**src/sv/tfn_pkg.sv**
```systemverilog
// Shared types and widths for the triangle face normal block.
// No dependencies; every other file imports this package.
package tfn_pkg;

    // Width of a cross-product component (|n| < 2^33, signed)
    localparam int CW = 34;
    // Width of the working words of the normalization search
    localparam int WW = 104;
    // Bits of the rounded magnitude (0 .. 16384)
    localparam int QW = 15;
    // Number of search steps, one per magnitude bit
    localparam int NSTEP = 15;

    // Input word: three vertices in signed Q4.12
    typedef struct packed {
        logic signed [15:0] ax;
        logic signed [15:0] ay;
        logic signed [15:0] az;
        logic signed [15:0] bx;
        logic signed [15:0] by_coord;
        logic signed [15:0] bz;
        logic signed [15:0] cx;
        logic signed [15:0] cy;
        logic signed [15:0] cz;
    } t_tri_in;

    // Result word: unit normal in signed Q1.14 plus degenerate flag
    typedef struct packed {
        logic signed [15:0] nx;
        logic signed [15:0] ny;
        logic signed [15:0] nz;
        logic               degenerate;
    } t_norm_out;

    // Exact cross product handed from front to back
    typedef struct packed {
        logic signed [CW-1:0] nx;
        logic signed [CW-1:0] ny;
        logic signed [CW-1:0] nz;
    } t_cross;

endpackage

```
**src/sv/tfn_queue.sv**
```systemverilog
// Short queue between front and back; registered read data.
// Depends on tfn_pkg.
module tfn_queue #(
    parameter int DEPTH = 8,
    parameter int CNTW  = $clog2(DEPTH + 1)
) (
    input  logic            i_clk,
    input  logic            i_rst_n,
    input  logic            i_push,
    input  tfn_pkg::t_cross i_cross,
    output logic            o_vld,
    output tfn_pkg::t_cross o_cross,
    output logic [CNTW-1:0] o_count
);
    import tfn_pkg::*;

    localparam int PW = $clog2(DEPTH);

    t_cross          r_mem [0:DEPTH-1];
    t_cross          r_rd_data;
    logic [PW-1:0]   r_wp, r_rp;
    logic [CNTW-1:0] r_cnt;
    logic            r_rd_vld;
    logic            w_pop;

    // Drain a word every cycle that one is stored
    assign w_pop = (r_cnt != '0);

    // Advance pointers and count
    always_ff @(posedge i_clk) begin
        if (!i_rst_n) begin
            r_wp     <= '0;
            r_rp     <= '0;
            r_cnt    <= '0;
            r_rd_vld <= 1'b0;
        end else begin
            if (i_push) begin
                r_wp <= (r_wp == PW'(DEPTH - 1)) ? '0 : r_wp + 1'b1;
            end
            if (w_pop) begin
                r_rp <= (r_rp == PW'(DEPTH - 1)) ? '0 : r_rp + 1'b1;
            end
            r_cnt    <= r_cnt + CNTW'(i_push) - CNTW'(w_pop);
            r_rd_vld <= w_pop;
        end
    end

    // Write and read the storage
    always_ff @(posedge i_clk) begin
        if (i_push) begin
            r_mem[r_wp] <= i_cross;
        end
        if (w_pop) begin
            r_rd_data <= r_mem[r_rp];
        end
    end

    assign o_vld   = r_rd_vld;
    assign o_cross = r_rd_data;
    assign o_count = r_cnt;

endmodule

```
**config.mk**
```make
export PLATFORM = sky130hd
export DESIGN_NAME = tfn_queue
export DESIGN_NICKNAME = d
export VERILOG_FILES = /design/src/sv/tfn_pkg.sv /design/src/sv/tfn_queue.sv
export SDC_FILE = /design/constraint.sdc
export NUM_CORES = 1
export LEC_CHECK = 0
export BUFFER_PORTS_ARGS = -buffer_cell sky130_fd_sc_hd__buf_2
export CORE_MARGIN = 4
export CORE_UTILIZATION = 30
export CTS_BUF_LIST = sky130_fd_sc_hd__clkbuf_4 sky130_fd_sc_hd__clkbuf_8
export CTS_CLUSTER_DIAMETER = 150
export DETAILED_ROUTE_END_ITERATION = 7
export PLACE_DENSITY = 0.45
export SYNTH_ARGS = -nofsm -noshare
export SYNTH_HDL_FRONTEND = slang
export SYNTH_SLANG_ARGS = --single-unit
```
**constraint.sdc**
```tcl
create_clock -name i_clk -period 9 [get_ports i_clk]
set_input_delay 0.45 -clock i_clk [delete_from_list [all_inputs] [get_ports i_clk]]
set_output_delay 0.45 -clock i_clk [all_outputs]
set_load 0.03 [all_outputs]
```
==> results.md <==
* Status: finished clean
* CTS tree: yes
* Worst path max stage delay at 0.81 ns
* Initial antenna violation count at 9
* Die ar. at 0.1209 mm2
* Least-Margin Pin Slew at 1.107 ns
* Number of I/O pins at 212
* Residual DRC at 0
* Root buf cell: clkbuf_8
* Area leader, netlist: edfxtp_1
* Hold_buf cts at 104
* Vias in the first global route at 17.44k
* Overflow left after global routing at 0
* Worst Setup SP: o_count[2]$_SDFF_PN0_
* Core area at 0.1145 mm2
* Clk_lat worst skew at 0.80 ns
* Setup TNS at 0 ns
* Synth top area cells: edfxtp_1 80%, mux4_2 13%, mux2_4 2.3%, mux2_2 1.6%, buf_12 0.64%
* Largest net degree at the start of global routing at 123
* Routed len/inst at 23.06 um
* DIE HEIGHT at 347.7 um
* Post_cts resized at 0
* Final period util at 0.3816
* Hold Startpoint: i_cross[25]
* Post-CTS setup buffers at 0
* Initial Util at 0.3023
* Crit path arrival time at 4.13 ns
* Number of flops mapped to enable cells by yosys at 918
* GRT Resource Usage Total at 0.1320
* Share of cells above drive strength 1 at 0.4155
* Syn Nets at 1,466
* Final setup fails at 0
* Async set-reset flop share out of synthesis at 0
* Slowest-stage cell, CP: nor3b_1
* Setup Crit Path Kind: reg2reg
* Primary FF master, synth: edfxtp_1
* Routed Antenna Nets at 0
* Clk pin slew, worst setup/hold paths at 0.06 ns
* Site row count at 124
* Fmax at 291.2 MHz
* Cell count after synthesis at 1,351
* First-pass GRT wire length at 117,000 um
* CP Launch Type: flip-flop
* Global placement routability congestion at 0.6786
* Synth Register Bits at 929
* Max_slew headroom at 0.2580
* Fin nets at 1,906
* DP Area at 0.03739 mm2
* CTS Buf Count at 162
* P per Cell Area at 279.4 mW/mm2
* Highest-count cells in the layout ignoring fill and taps: 918 x edfxtp_1, 211 x buf_2, 204 x mux4_2
* Syn avg cell area at 25.62 um2
* Final HPWL DP at 39,920 um
* CTS max path bufs at 3
* Sequential area share after synthesis at 0.8027
* Max rail drop VDD at 168.7 uV
* Final Hold Viols at 0
* Clk_skew at 0.03269 ns
* Detailed Routing Iterations Pass 1 at 5
* Crit path time final at 3.434 ns
* Finished Cell Area at 0.04165 mm2
* # clock sinks at 929
* Layout area overhead at 20.32%
* Synth Cell Area at 0.03462 mm2
* Die X-Extent at 347.7 um
* DRT iter0 DRCs at 901
* Max Cap Violations at 0
* Routed via count at 15.45k
* Vias/cell at 4.493
* Worst Hold Class: in2reg
* CP max FO at 67
* Most used cell, CP: ha_1
* Buf/Inv on CP at 3
* CP cell instances: inv_1 -> ha_1 -> nor3b_1 -> inv_6 -> ha_1 -> inv_1 -> ha_1 -> fa_1 -> xor2_1 -> and2_1
* Port bufs at 211
* Static leakage at 13.47 nW
* Post-synth top area share at 0.7963
* Worst R2R Start: o_count[2]$_SDFF_PN0_
* CP endpoint kind: flip-flop
* Total wire length at 79,260 um
* Most common cell after layout, fill and taps aside: edfxtp_1
* CTS H-tree lvls at 4
* RSZ-0062 raised after global routing: no
* Worst EP required at 9.70 ns
* YS warnings at 0
* Top delay family on crit path: adder cells
* Yosys cell types at 30
* Slew Limit Fails at 0
## area by class of cell
class,count,area [um2]
Inverter,7,31.28
Antenna cell,8,20.02
Clock inverter,67,465.4
Clock buffer,224,2739
Sequential cell,929,27800
Multi-Input combinational cell,356,6374
Timing Repair Buffer,335,2335
Tap cell,1512,1892
Fill cell,10513,72850
## logic make-up (layout without fill, tap and decap cells)
family / after synthesis / after routing / share of synthesized area
other cells: 0 / 8 / 0
xor+xnor: 1 / 1 / 0.0002530
flops: 929 / 929 / 0.8027
compound gates: 5 / 5 / 0.001012
simple gates: 30 / 30 / 0.004627
buf+inv: 66 / 633 / 0.01482
fa+ha+maj: 10 / 10 / 0.003831
mux: 310 / 310 / 0.1728
## path summary, 6_finish.rpt
check | to | slack, ns | cells after the start
max reg2reg | o_count[2]$_SDFF_PN0_ | 5.57 | 10
max | o_count[2]$_SDFF_PN0_ | 5.57 | 10
min reg2reg | r_wp[2]$_SDFFE_PN0P_ | 0.58 | 2
min | r_mem[4][25]$_DFFE_PP_ | 0.46 | 2
## layer usage
metal  wire length (um)  global-route usage
met1              33620              0.1663
met2              40060              0.2241
met3               3785             0.03289
met4               1745             0.04306
met5                 55                   0
## stage by stage
stage / total power (W) / util / std cells / setup WS, ns / hold slack, ns
2_1_floorplan: 0.007199 / - / 1351 / 0.8709 / 0.5143
5_1_grt: 0.01224 / 0.3637 / 3432 / 5.270 / 0.3921
4_1_cts: 0.01190 / 0.3636 / 3430 / 5.518 / 0.3505
3_5_place_dp: 0.007968 / 0.3265 / 3035 / 5.518 / 0.5759
6_report: 0.01164 / 0.3638 / 3438 / 5.566 / 0.4581
3_3_place_gp: 0.007955 / 0.3265 / 3035 / 5.546 / 0.5425
## synthesized netlist by cell type (5+ instances only)
cell,n
buf_12,11
nand2b_1,5
inv_1,7
edfxtp_1,918
mux4_2,204
clkbuf_1,13
mux2_4,53
buf_1,6
buf_6,6
dfxtp_1,11
ha_1,9
buf_2,21
nand2_1,5
nor2_1,7
mux2_2,49
## sequential cells by signal, summed over array words and instances (netlist names)
register,cells
o_cross,102
r_wp,3
o_count,4
r_mem,816
r_rp,3
o_vld,1
## worst reg2reg max path: cells and delay by family (launching register included)
kind | cells | cell delay (ns)
AND/OR/NAND/NOR | 2 | 0.96
XOR/XNOR | 1 | 0.16
flip-flops | 1 | 0.31
buffers and inverters | 3 | 0.66
adder cells (fa/ha/maj) | 4 | 1.23
## where the power goes
| part | switching (W) | leakage [nW] | internal [W] |
|---|---|---|---|
| clock network | 0.00167 | 1.69 | 0.00213 |
| logic | 0.00140 | 3.25 | 0.000940 |
| registers | 0.000236 | 8.53 | 0.00526 |
No activity file was read; power rests on OpenSTA's default activity.
